**config.mk**
```make
export PLATFORM = sky130hd
export DESIGN_NAME = ddo_div
export DESIGN_NICKNAME = d
export VERILOG_FILES = /design/src/hdl/ddo_pkg.sv /design/src/hdl/ddo_div.sv
export SDC_FILE = /design/constraint.sdc
export NUM_CORES = 1
export LEC_CHECK = 0
export ABC_AREA = 1
export BUFFER_PORTS_ARGS = -buffer_cell sky130_fd_sc_hd__buf_2
export CELL_PAD_IN_SITES_DETAIL_PLACEMENT = 0
export CELL_PAD_IN_SITES_GLOBAL_PLACEMENT = 1
export CORE_MARGIN = 2
export CORE_UTILIZATION = 38
export DETAILED_ROUTE_END_ITERATION = 12
export PLACE_DENSITY = 0.75
export RECOVER_POWER = 25
export SLEW_MARGIN = 25
export SYNTH_ARGS = -nofsm -noshare
export SYNTH_HDL_FRONTEND = slang
export SYNTH_SLANG_ARGS = --single-unit
```
**constraint.sdc**
```tcl
create_clock -name clock -period 10.5 [get_ports clock]
set_clock_uncertainty 0.2 [all_clocks]
set_input_delay 0.525 -clock clock [delete_from_list [all_inputs] [get_ports clock]]
set_output_delay 0.525 -clock clock [all_outputs]
set_load 0.01 [all_outputs]
```
**src/hdl/ddo_pkg.sv**
```systemverilog
`default_nettype none
package ddo_pkg;

   // Register indexes on the configuration channel.
   localparam logic [3:0] REG_WHEEL_RADIUS  = 4'd0;
   localparam logic [3:0] REG_HALF_TRACK    = 4'd1;
   localparam logic [3:0] REG_SPEED_LIMIT   = 4'd2;
   localparam logic [3:0] REG_TIME_STEP     = 4'd3;
   localparam logic [3:0] REG_WHEELS_READY  = 4'd4;
   localparam logic [3:0] REG_START_X       = 4'd5;
   localparam logic [3:0] REG_START_Y       = 4'd6;
   localparam logic [3:0] REG_START_HEADING = 4'd7;

   localparam int          QUOT_BITS  = 31;
   localparam logic [30:0] MAG_MAX    = 31'h7FFF_FFFF;
   localparam logic [33:0] RAD_TO_BAM = 34'd683565276;
   localparam longint      GAIN_Q30   = 64'd652032875;

   typedef struct packed {
      logic        done;
      logic [30:0] quot;
   } div_res_type;

   // Arctangent of 2^-i in units of 2^-32 turn.
   function automatic logic [31:0] atan_entry(input logic [4:0] idx);
      logic [31:0] val;
      case (idx)
         5'd0:  val = 32'd536870912;
         5'd1:  val = 32'd316933406;
         5'd2:  val = 32'd167458907;
         5'd3:  val = 32'd85004756;
         5'd4:  val = 32'd42667331;
         5'd5:  val = 32'd21354465;
         5'd6:  val = 32'd10679838;
         5'd7:  val = 32'd5340245;
         5'd8:  val = 32'd2670163;
         5'd9:  val = 32'd1335087;
         5'd10: val = 32'd667544;
         5'd11: val = 32'd333772;
         5'd12: val = 32'd166886;
         5'd13: val = 32'd83443;
         5'd14: val = 32'd41722;
         5'd15: val = 32'd20861;
         5'd16: val = 32'd10430;
         5'd17: val = 32'd5215;
         5'd18: val = 32'd2608;
         5'd19: val = 32'd1304;
         5'd20: val = 32'd652;
         5'd21: val = 32'd326;
         5'd22: val = 32'd163;
         5'd23: val = 32'd81;
         default: val = 32'd0;
      endcase
      return val;
   endfunction

endpackage
`default_nettype wire

```
**src/hdl/ddo_div.sv**
```systemverilog
`default_nettype none
// Restoring divider, one quotient bit per cycle, quotient saturated to 31 bits.
module ddo_div #(
   parameter int DW = 80
) (
   input  wire logic                clock,
   input  wire logic                reset,
   input  wire logic                start,
   input  wire logic [DW-1:0]       dividend,
   input  wire logic [31:0]         divisor,
   output ddo_pkg::div_res_type     res
);
   localparam int QB = ddo_pkg::QUOT_BITS;
   localparam int NW = $clog2(QB + 1);

   logic [DW-1:0] rem_ff, dsr_ff;
   logic [QB-1:0] q_ff;
   logic          sat_ff, busy_ff, done_ff;
   logic [NW-1:0] cnt_ff;
   logic          take;

   assign take = (rem_ff >= dsr_ff);

   always_ff @(posedge clock) begin
      if (reset) begin
         busy_ff <= 1'b0;
         done_ff <= 1'b0;
      end else if (start) begin
         busy_ff <= 1'b1;
         done_ff <= 1'b0;
      end else if (busy_ff && cnt_ff == NW'(1)) begin
         busy_ff <= 1'b0;
         done_ff <= 1'b1;
      end
   end

   always_ff @(posedge clock) begin
      if (start) begin
         rem_ff <= dividend;
         dsr_ff <= DW'(divisor) << (QB - 1);
         // A quotient of 2^31 or more saturates.
         sat_ff <= (dividend >= (DW'(divisor) << QB));
         q_ff   <= '0;
         cnt_ff <= NW'(QB);
      end else if (busy_ff) begin
         if (take) begin
            rem_ff <= rem_ff - dsr_ff;
         end
         q_ff   <= {q_ff[QB-2:0], take};
         dsr_ff <= dsr_ff >> 1;
         cnt_ff <= cnt_ff - NW'(1);
      end
   end

   assign res = {done_ff, (sat_ff ? ddo_pkg::MAG_MAX : q_ff)};
endmodule
`default_nettype wire

```
==> metrics.yaml <==
portBuffers: 146
post-route-period-util: 0.526
clock-root-buffer: "clkbuf_16"
rsz0062_at_grt: "no"
synth_edf_count: 113
synthSimpleGateAreaFrac: 0.340
ys_seq_area_frac: 0.332
dr.first_iter.drc_count: 821
gp_congestion: 0.916
wl_per_cell_um: 16.2
vias: 13972
cts_buffers: 17
max_freq_ghz: 0.181
reg2reg_slack_ns: 6.39
drc_errors: 0
final_util: 0.430
netlist_area_mm2: 0.0143
synth_top_area_frac: 0.237
start_util: 0.382
die_area_mm2: 0.0392
grt_start_max_net_pins: 79
final_net_count: 2570
grt_pass1_vias: 13635
antenna_cells: 0
path_class: "in -> reg"
synth_ff_type: "edfxtp_1"
yosys_warnings: 0
maxSlewViolCount: 90
cts_hold_buffers: 0
syn_avg_cell_area_um2: 6.42
peakVddDrop_mv: 0.128
min-delay-start: "reset"
synth-xor-area-share: 0.0159
power_leakage_nw: 8.05
layout_commonest_cell: "nand2_1"
run_status: "finished with violations"
clk_transition_reported_paths_ns: 0.07
synth_seq_cells: 181
area_delta_synth_final_pct: 12.4
grt_use_total: 0.242
synth_cell_types: 44
synthMuxAreaShare: 0
grt_remaining_overflow: 0
startpoint: "start"
synth.area.top_cells: "edfxtp_1, nand2_1, inv_1, dfxtp_1, ha_1"
cts_setup_buffers: 0
hold_path_class: "in -> reg"
fin_crit_ns: 5.52
ioPinCount: 147
drtAntennaViolNets: 0
setup_ws_ns: 4.98
worstSetupEndpointType: "register"
worst_pin_slew_ns: 2.11
clockBufferDepth: 2
row_count: 71
hpwl_mm: 38.1
die_height_um: 198
antenna_found_initial: 0
dp_slack_ns: 6.20
grt_pass1_wl_mm: 72.2
async_flop_share: 0
synth_top_family_by_area: "simple AND/OR/NAND/NOR gates"
powerDensity_mw_per_mm2: 168
synthAdderAreaFrac: 0.0854
final_layout_size_suffix_gt1_frac: 0.0856
cts-resized-gates: 0
routed_wl_mm: 46.7
arrival_ns: 5.41
slew_headroom: -0.408
cts.sinks: 181
core_mm2: 0.0374
final_cell_mix: "nand2_1, inv_1, nor2_1"
power_mw: 2.70
synth_top_cell_by_area: "edfxtp_1"
critPathRequiredTime_ns: 10.39
timing.rr.start: "rem_ff[0]"
final-hold-violation-count: 0
tns_ns: 0
cts_tree: "yes"
dr.pass1.iters: 5
synth_fp_nets: 2441
syn_inst: 2229
drv_cap: 2
synth-compound-area-share: 0.0960
clock_latency_ns: 0.48
worstPathMaxFanout: 78
setup_violations: 0
cts.htree.levels: 4
die_width_um: 198
viasPerCell: 4.85
startpoint_type: "primary input"
violations: "capacitance limit, slew limit"
critical path, stage by stage:
cell      delay (ns)
clkbuf_1        1.47
buf_4           0.84
inv_1           1.03
nand2_4         0.81
buf_4           0.68
flip-flops by register name (all words and copies together) (netlist names):
register / cells
rem_ff: 80
q_ff: 31
cnt_ff: 5
busy_ff: 1
done_ff: 1
dsr_ff: 62
sat_ff: 1
layer usage:
metal  GRT usage  share of wire
met5           0              0
met4      0.0721          0.024
met3      0.0301          0.035
met2       0.438           0.50
met1       0.300           0.45
path summary, 6_finish.rpt:
check | cells past startpoint | endpoint
worst min register to register | 2 | done_ff
worst max-delay path | 5 | rem_ff[16]
worst max register to register | 17 | rem_ff[16]
worst min-delay path | 2 | done_ff
synth_stat cells (4+ instances only):
cell type	n
inv_1	447
o21bai_1	5
o21ai_1	7
nand2_2	11
or2_2	17
edfxtp_1	113
nand3_1	107
o22ai_1	89
xor2_1	5
nand2_1	787
clkbuf_1	33
nor3_1	20
ha_1	96
a21oi_1	82
nor2_1	198
buf_1	4
xnor2_1	21
dfxtp_1	68
nor2_2	10
nand3_2	11
o21ai_0	51
nand4_1	7
nor4_1	10
metrics by stage:
step / hold slack, ns / instance area [um^2] / instances
6_report: 0.0249 / 16100 / 2882
5_1_grt: 0.0191 / 16100 / 2882
4_1_cts: 0.00608 / 16100 / 2882
3_5_place_dp: 0.245 / 15600 / 2850
3_3_place_gp: 0.246 / 15600 / 2850
2_1_floorplan: 0.230 / 14300 / 2229
layout make-up:
| type | count | area, um^2 |
|---|---|---|
| tap | 511 | 639 |
| fill | 4094 | 21300 |
| clock buffer | 18 | 433 |
| clock inverter | 14 | 133 |
| inverter | 451 | 1690 |
| timing repair buffer | 151 | 729 |
| sequential | 181 | 4750 |
| multi-input combinational | 1556 | 7690 |
power by group:
part | switching [mW] | internal [mW]
registers | 0.0301 | 0.853
logic | 0.795 | 0.369
clock network | 0.330 | 0.319
logic make-up (layout without fill, tap and decap cells):
family / after synthesis / in the layout
AND/OR/NAND/NOR: 1189 / 1189
flip-flops: 181 / 181
buffers and inverters: 492 / 634
adder cells (fa/ha/maj): 97 / 97
XOR/XNOR: 26 / 26
AO/OA/AOI/OAI: 244 / 244
Power figures use the tool's default switching activity.
