$ cat src/hdl/ddo_pkg.sv
`default_nettype none
package ddo_pkg;

   // Register indexes on the configuration channel.
   localparam logic [3:0] REG_WHEEL_RADIUS  = 4'd0;
   localparam logic [3:0] REG_HALF_TRACK    = 4'd1;
   localparam logic [3:0] REG_SPEED_LIMIT   = 4'd2;
   localparam logic [3:0] REG_TIME_STEP     = 4'd3;
   localparam logic [3:0] REG_WHEELS_READY  = 4'd4;
   localparam logic [3:0] REG_START_X       = 4'd5;
   localparam logic [3:0] REG_START_Y       = 4'd6;
   localparam logic [3:0] REG_START_HEADING = 4'd7;

   localparam int          QUOT_BITS  = 31;
   localparam logic [30:0] MAG_MAX    = 31'h7FFF_FFFF;
   localparam logic [33:0] RAD_TO_BAM = 34'd683565276;
   localparam longint      GAIN_Q30   = 64'd652032875;

   typedef struct packed {
      logic        done;
      logic [30:0] quot;
   } div_res_type;

   // Arctangent of 2^-i in units of 2^-32 turn.
   function automatic logic [31:0] atan_entry(input logic [4:0] idx);
      logic [31:0] val;
      case (idx)
         5'd0:  val = 32'd536870912;
         5'd1:  val = 32'd316933406;
         5'd2:  val = 32'd167458907;
         5'd3:  val = 32'd85004756;
         5'd4:  val = 32'd42667331;
         5'd5:  val = 32'd21354465;
         5'd6:  val = 32'd10679838;
         5'd7:  val = 32'd5340245;
         5'd8:  val = 32'd2670163;
         5'd9:  val = 32'd1335087;
         5'd10: val = 32'd667544;
         5'd11: val = 32'd333772;
         5'd12: val = 32'd166886;
         5'd13: val = 32'd83443;
         5'd14: val = 32'd41722;
         5'd15: val = 32'd20861;
         5'd16: val = 32'd10430;
         5'd17: val = 32'd5215;
         5'd18: val = 32'd2608;
         5'd19: val = 32'd1304;
         5'd20: val = 32'd652;
         5'd21: val = 32'd326;
         5'd22: val = 32'd163;
         5'd23: val = 32'd81;
         default: val = 32'd0;
      endcase
      return val;
   endfunction

endpackage
`default_nettype wire

$ cat src/hdl/ddo_cordic.sv
`default_nettype none
// Rotation-mode CORDIC, one micro-rotation per cycle.
module ddo_cordic #(
   parameter int FRAC_BITS = 16,
   parameter int STEPS     = 16
) (
   input  wire logic                        clock,
   input  wire logic                        reset,
   input  wire logic                        start,
   input  wire logic [15:0]                 angle,
   output logic                             done,
   output logic signed [FRAC_BITS+2:0]      cos_o,
   output logic signed [FRAC_BITS+2:0]      sin_o
);
   localparam int     CW  = FRAC_BITS + 3;
   localparam int     IW  = $clog2(STEPS);
   localparam longint X0L = (ddo_pkg::GAIN_Q30 + (64'd1 << (29 - FRAC_BITS)))
                            >> (30 - FRAC_BITS);
   localparam logic signed [CW-1:0] X0   = CW'(X0L);
   localparam logic [IW-1:0]        LAST = IW'(STEPS - 1);
   localparam logic signed [33:0]   QTR  = 34'sd1073741824;
   localparam logic signed [33:0]   HALF = 34'sd2147483648;

   logic signed [CW-1:0] x_ff, y_ff, shx, shy;
   logic signed [33:0]   z_ff, z0, at;
   logic [IW-1:0]        i_ff;
   logic                 busy_ff, done_ff, flip_ff;

   assign z0  = {{2{angle[15]}}, angle, 16'd0};
   assign shx = x_ff >>> i_ff;
   assign shy = y_ff >>> i_ff;
   assign at  = {2'b00, ddo_pkg::atan_entry(5'(i_ff))};

   always_ff @(posedge clock) begin
      if (reset) begin
         busy_ff <= 1'b0;
         done_ff <= 1'b0;
      end else if (start) begin
         busy_ff <= 1'b1;
         done_ff <= 1'b0;
      end else if (busy_ff && i_ff == LAST) begin
         busy_ff <= 1'b0;
         done_ff <= 1'b1;
      end
   end

   always_ff @(posedge clock) begin
      if (start) begin
         x_ff <= X0;
         y_ff <= '0;
         i_ff <= '0;
         // Fold into the right half plane and fix the sign at the end.
         if (z0 > QTR) begin
            z_ff    <= z0 - HALF;
            flip_ff <= 1'b1;
         end else if (z0 < -QTR) begin
            z_ff    <= z0 + HALF;
            flip_ff <= 1'b1;
         end else begin
            z_ff    <= z0;
            flip_ff <= 1'b0;
         end
      end else if (busy_ff) begin
         if (!z_ff[33]) begin
            x_ff <= x_ff - shy;
            y_ff <= y_ff + shx;
            z_ff <= z_ff - at;
         end else begin
            x_ff <= x_ff + shy;
            y_ff <= y_ff - shx;
            z_ff <= z_ff + at;
         end
         i_ff <= i_ff + IW'(1);
      end
   end

   assign done  = done_ff;
   assign cos_o = flip_ff ? -x_ff : x_ff;
   assign sin_o = flip_ff ? -y_ff : y_ff;
endmodule
`default_nettype wire

$ cat config.mk
export PLATFORM = sky130hd
export DESIGN_NAME = ddo_cordic
export DESIGN_NICKNAME = d
export VERILOG_FILES = /design/src/hdl/ddo_pkg.sv /design/src/hdl/ddo_cordic.sv
export SDC_FILE = /design/constraint.sdc
export NUM_CORES = 1
export LEC_CHECK = 0
export ABC_AREA = 1
export BUFFER_PORTS_ARGS = -buffer_cell sky130_fd_sc_hd__buf_2
export CORE_MARGIN = 2
export CORE_UTILIZATION = 45
export DETAILED_ROUTE_END_ITERATION = 6
export PLACE_DENSITY_LB_ADDON = 0.3
export SETUP_SLACK_MARGIN = 0.5
export SYNTH_ARGS = -nofsm -noshare
export SYNTH_HDL_FRONTEND = slang
export SYNTH_SLANG_ARGS = --single-unit
$ cat constraint.sdc
create_clock -name clock -period 10.03 [get_ports clock]
set_input_delay 0.5015 -clock clock [delete_from_list [all_inputs] [get_ports clock]]
set_output_delay 0.5015 -clock clock [all_outputs]
set_load 0.01 [all_outputs]
==> results of run 1 <==
## state kept, by name, summed over array words and instances (netlist names)
signal / flops
z_ff: 34
at: 30
x_ff: 19
y_ff: 19
i_ff: 4
busy_ff: 1
done: 1
flip_ff: 1
## logic make-up (layout without fill, tap and decap cells)
family	after synthesis	count (layout)	share of synthesized area
xor+xnor	109	109	0.0817
simple gates	905	905	0.342
fa+ha+maj	86	86	0.0941
flops	109	109	0.217
buf+inv	254	274	0.0927
compound gates	356	356	0.173
## layer usage
| layer | share of wire | global-route usage | routed length (µm) | up-vias |
|---|---|---|---|---|
| li1 | - | - | - | 6155 |
| met2 | 0.48 | 0.444 | 16400 | 335 |
| met3 | 0.046 | 0.0317 | 1570 | 60 |
| met4 | 0.023 | 0.0747 | 799 | 0 |
| met1 | 0.45 | 0.322 | 15500 | 5560 |
| met5 | 0 | 0 | 0 | - |
## cell usage after synthesis, types with 2 or more instances
library cell,count
nand2_1,420
nand3_1,204
inv_1,177
nor2_1,167
a21oi_1,133
o21ai_0,117
xor2_1,87
ha_1,83
dfxtp_1,74
edfxtp_1,35
a31oi_1,26
clkbuf_1,26
xnor2_1,22
nor3_1,21
nand4_1,19
buf_2,17
or2_2,17
nand2_2,15
nor4_1,13
o211ai_1,13
buf_4,11
nand3_2,11
a21o_1,10
o31ai_1,9
buf_6,8
nor2_2,8
o21a_1,8
o21ai_1,8
o21ai_2,6
o221ai_1,5
buf_1,4
clkinv_1,4
inv_2,4
nor3_2,4
o21bai_1,4
a21boi_0,3
fa_1,3
o22ai_1,3
a21oi_2,2
a221oi_1,2
inv_4,2
nand2_4,2
nand3b_1,2
o311ai_0,2
## path summary, 6_finish.rpt
kind / from / cells past startpoint / to
worst max-delay path: i_ff[0]$_SDFFE_PP0P_ / 25 / y_ff[18]$_SDFFE_PP0P_
worst min register to register: done$_SDFFE_PP0P_ / 2 / done$_SDFFE_PP0P_
worst min-delay path: reset / 2 / done$_SDFFE_PP0P_
worst max register to register: i_ff[0]$_SDFFE_PP0P_ / 25 / y_ff[18]$_SDFFE_PP0P_
## critical path, cell delays in order (launching register included)
cell and delay, ps:
dfxtp_1 330, buf_4 390, inv_4 250, nand2_1 140, nand3_1 140, nand3_1 140, nand2_1 70, nand2_1 80
nand2_1 90, inv_1 90, ha_1 190, nand3_2 90, nor2_2 160, nand3_1 130, o21ai_0 210, xnor2_1 90
ha_1 350, inv_1 70, nor3_1 340, nand2_1 80, o311ai_0 640, nand3_1 190, nand2_1 100, nor2_1 40
nor2_1 80, nor2_1 50
## through the flow
stage	instances	power, mW	utilization	setup WS, ps
CTS	2169	3.72	0.490	5430
global route	2169	4.14	0.490	4830
global placement	2153	3.29	0.478	5530
floorplan	1819	2.72	-	6380
finish	2169	3.75	0.490	5380
detailed placement	2153	3.33	0.478	5460
## report_power, final
group	total (mW)	switching (mW)	leakage [nW]	internal, mW
clock network	0.383	0.205	0.149	0.178
registers	0.734	0.141	0.971	0.593
logic	2.63	1.67	4.91	0.964
## area by class of cell
cell class | count | area, µm² | area share
Multi-Input combinational cell | 1456 | 8060 | 0.650
Sequential cell | 109 | 2530 | 0.204
Tap cell | 330 | 413 | 0.0333
Inverter | 187 | 707 | 0.0570
Timing Repair Buffer | 71 | 390 | 0.0315
Clock buffer | 9 | 225 | 0.0181
Clock inverter | 7 | 77.6 | 0.00625
==> impl_metrics.tcl, run 1 <==
set metrics [dict create \
    via_per_inst 5.58 \
    post-route-drc-count 0 \
    final_layout_size_suffix_gt1_frac 0.0875 \
    synth_flop_cell "dfxtp_1" \
    root_buffer "clkbuf_16" \
    ys_warn_count 0 \
    drtIter0Drc 1033 \
    cp.required_ps 10300 \
    cts_setup_buffers 0 \
    post-route-min-period_ps 4650 \
    slew_headroom 0.338 \
    clock_skew_ps 17.5 \
    outcome "finished clean" \
    arrival_ps 4920 \
    die_w_um 165 \
    synthToLayoutAreaGrowth_pct 6.26 \
    design_area_um2 12400 \
    cellLeakagePower_nw 6.03 \
    grt_max_degree 48 \
    synth_edf_count 35 \
    path_clk_slew_ps 100 \
    cts_resized 0 \
    setup_viol 0 \
    nFillCells 2648 \
    ant_nets 0 \
    io_pins 58 \
    synthArstFlopShare 0 \
    initial_core_util 0.461 \
    core_um2 25300 \
    cts.sinks 109 \
    crit_fanout 43 \
    critPathCaptureType "flop" \
    globalRouteOverflowTotal 0 \
    p_per_area_nw_per_um2 302 \
    period_share 0.464 \
    fmax_ghz 0.215 \
    synth_seq_area_share 0.217 \
    antenna_found_initial 0 \
    die-height_um 165 \
    final_cell_mix "nand2_1, nand3_1, inv_1" \
    critPathKind "reg -> reg" \
    n_antenna_cell 0 \
    track_usage 0.252 \
    critPathLaunchType "flop" \
    maxCapViolCount 0 \
    ys_ff_latch 109 \
    hold_path.class "in -> reg" \
    cts_max_level 3 \
    row_count 58 \
    cts_buffers 9 \
    synth_nets 1924 \
    cts_hold_buf 0 \
    vias 12100 \
    synth_area_um2 11700 \
    syn_avg_cell_area_um2 6.42 \
    cts.path.max_buffers 2 \
    grt_pass1_vias 11100 \
    finalNetCount 1939 \
    die_area_um2 27300 \
    dp_hpwl_um 26300 \
    routedWlPerCell_um 15.8 \
    rsz0062_at_grt "no" \
    cts_tree "yes" \
    syn_inst 1819 \
    fin_setup_tns_ps 0 \
    drt-total-wl_um 34300 \
    layout_commonest_cell "nand2_1" \
    gp_congestion 0.945 \
    synth_top_area_frac 0.135 \
    dpl_cell_area_um2 12100 \
    hold_viol 0 \
    slew_violations 0 \
    ys_top_cells_by_area "nand2_1, dfxtp_1, edfxtp_1" \
    first_pass_iters 5 \
    whs_ps 290 \
    rrSetupSlack_ps 5380 \
    peakVddDrop_mv 0.120 \
    clk_latency_ps 380 \
    port_buffers 57 \
    yosysTopAreaCell "nand2_1" \
    grt_pass1_wl_um 54600 \
    ys_types 52 \
    worstMarginPinSlew_ps 990 \
]
Power figures use the tool's default switching activity.
==> run 2: changes to the inputs <==
- clock period: 10.03 -> 4.2 ns (I/O delays scaled with it)
==> impl_metrics.tcl, run 2 (same netlist as run 1, synthesis figures left out) <==
set metrics [dict create \
    design_area_um2 14900 \
    track_usage 0.272 \
    switchingPower_mw 5.98 \
    first_pass_iters 6 \
    vias 13000 \
    maxCapViolCount 0 \
    n_antenna_cell 0 \
    largest_reg_flops 34 \
    die_area_um2 27300 \
    r2r_cells 24 \
    port_buffers 57 \
    cellLeakagePower_nw 6.91 \
    crit_chain "inv_4, ha_4, nand3_4, nor3_4, nand2_2, nor3_4, nand3_2, nor2_4, nand4_1, nor2_4, buf_4, a21oi_4, nor2_2, xor2_2, ha_4, nand2_2, nor2_4, inv_2, nor4_4, nand3_2, nand3_2, a21oi_2, o21ai_1, nand2_1" \
    pre_cts_ws_ps -406 \
    period_share 0.982 \
    routedWlPerCell_um 17.2 \
    clock_skew_ps 13.9 \
    die-height_um 165 \
    gp_congestion 0.925 \
    rrSetupSlack_ps 80 \
    core_um2 25300 \
    fmax_ghz 0.243 \
    arrival_ps 4260 \
    crit_buf_inv 3 \
    grt_pass1_vias 11800 \
    cts_buffers 9 \
    post-place-cells 2183 \
    clkPwrFrac 0.080 \
    largest_register "z_ff" \
    layout_commonest_cell "nand2_1" \
    path_clk_slew_ps 90 \
    die_w_um 165 \
    rsz0062_at_grt "yes" \
    globalRouteOverflowTotal 0 \
    cts_max_level 3 \
    reg2reg_from "at[1]$_DFF_P_" \
    dp_hpwl_um 27900 \
    hold_path_depth 3 \
    p_total_mw 11.5 \
    instances_no_fill 2284 \
    grt_max_degree 47 \
    initial_core_util 0.461 \
    hold_path.class "in -> reg" \
    min_from "angle[8]" \
    slew_headroom 0.494 \
    p_comb_frac 0.764 \
    root_buffer "clkbuf_16" \
    finalNetCount 2054 \
    fin_ws_ps 76.4 \
    final_layout_size_suffix_gt1_frac 0.271 \
    row_count 58 \
    slew_violations 0 \
    cts.sinks 109 \
    cp_top_family "simple AND/OR/NAND/NOR gates" \
    critPathKind "reg -> reg" \
    post-route-drc-count 0 \
    hold_viol 0 \
    drt-total-wl_um 39400 \
    via_per_inst 5.71 \
    p_per_area_nw_per_um2 770 \
    cts_tree "yes" \
    swShare 0.522 \
    nFillCells 2375 \
    post-route-min-period_ps 4120 \
    ant_nets 0 \
    crit_slowest_cell "nor4_4" \
    antenna_found_initial 0 \
    synthToLayoutAreaGrowth_pct 27.3 \
    worstMarginPinSlew_ps 758 \
    clk_latency_ps 380 \
    hold_end "z_ff[24]$_DFFE_PP_" \
    rr_endpoint "z_ff[33]$_DFFE_PP_" \
    crit_fanout 3 \
    critPathLaunchType "flop" \
    final_cell_mix "nand2_1, nand3_1, inv_1" \
    setup_viol 0 \
    cp.required_ps 4340 \
    io_pins 58 \
    dpl_cell_area_um2 12400 \
    outcome "finished clean" \
    critPathCaptureType "flop" \
    peakVddDrop_mv 0.409 \
    cpPeakStageDelay_ps 420 \
    cts.path.max_buffers 2 \
    utilization 0.587 \
    pwr-share-seq 0.156 \
    drtIter0Drc 1127 \
    grt_pass1_wl_um 58500 \
    p_int_mw 5.47 \
]
## run 2: changes by cell type in the layout (fill, tap and decap cells not counted), sizes merged
cell | before | now
clkbuf | 9 | 11
clkinv | 8 | 5
inv | 186 | 187
clkinvlp | 0 | 1
buf | 71 | 184
dlygate4sd3 | 0 | 1
## run 2: worst max path at each step
stage               cells past startpoint                     to  slack, ps                 start
global placement                       23     z_ff[33]$_DFFE_PP_       -420         at[0]$_DFF_P_
detailed placement                     23     z_ff[33]$_DFFE_PP_       -410         at[0]$_DFF_P_
finish                                 24     z_ff[33]$_DFFE_PP_         80         at[1]$_DFF_P_
CTS                                    21     z_ff[29]$_DFFE_PP_        370         at[0]$_DFF_P_
global route                           22     z_ff[31]$_DFFE_PP_        -30         at[1]$_DFF_P_
floorplan                              27  x_ff[18]$_SDFFE_PP0P_        550  i_ff[0]$_SDFFE_PP0P_
## run 2: power by group through the flow
stage / clock network [mW] / logic, mW / registers [mW]
floorplan: 0 / 4.89 / 1.61
global placement: 0 / 6.31 / 1.74
detailed placement: 0 / 6.38 / 1.74
CTS: 0.922 / 6.92 / 1.74
global route: 0.952 / 9.59 / 1.81
finish: 0.916 / 8.74 / 1.79
## run 2: routing by layer
metal,track usage,routed length (µm)
met5,0,0
met1,0.348,16800
met3,0.0260,1840
met4,0.102,1560
met2,0.473,19100
## run 2: final cells by class
cell class / count / area, µm² / share of cell area
well taps: 330 / 413 / 0.0278
multi-input cells: 1456 / 9450 / 0.635
inverters: 187 / 738 / 0.0496
flip-flops and latches: 109 / 2540 / 0.171
clock buffers: 10 / 229 / 0.0154
clock inverters: 6 / 62.6 / 0.00421
repair buffers: 186 / 1440 / 0.0965
## run 2: through the flow
step                      setup TNS [ps]  hold slack (ps)
after detailed placement            -406              402
after global routing               -61.5              121
final                                  0              109
after floorplan                        0              282
after global placement              -419              403
after CTS                              0              111
## run 2: timing repair
item                                    in CTS  in global routing
pin swaps                                   36                110
setup buffers                               21                 60
endpoints found under the hold margin        1                  0
hold buffers                                 1                  0
resized for setup                           88                286
gates cloned                                 2                  1
endpoints found under the setup margin      28                 37
## run 2: tightest hold or removal path, cell delays in order
cell and delay (ps):
buf_2 90, nand2_1 50, nand2_1 50
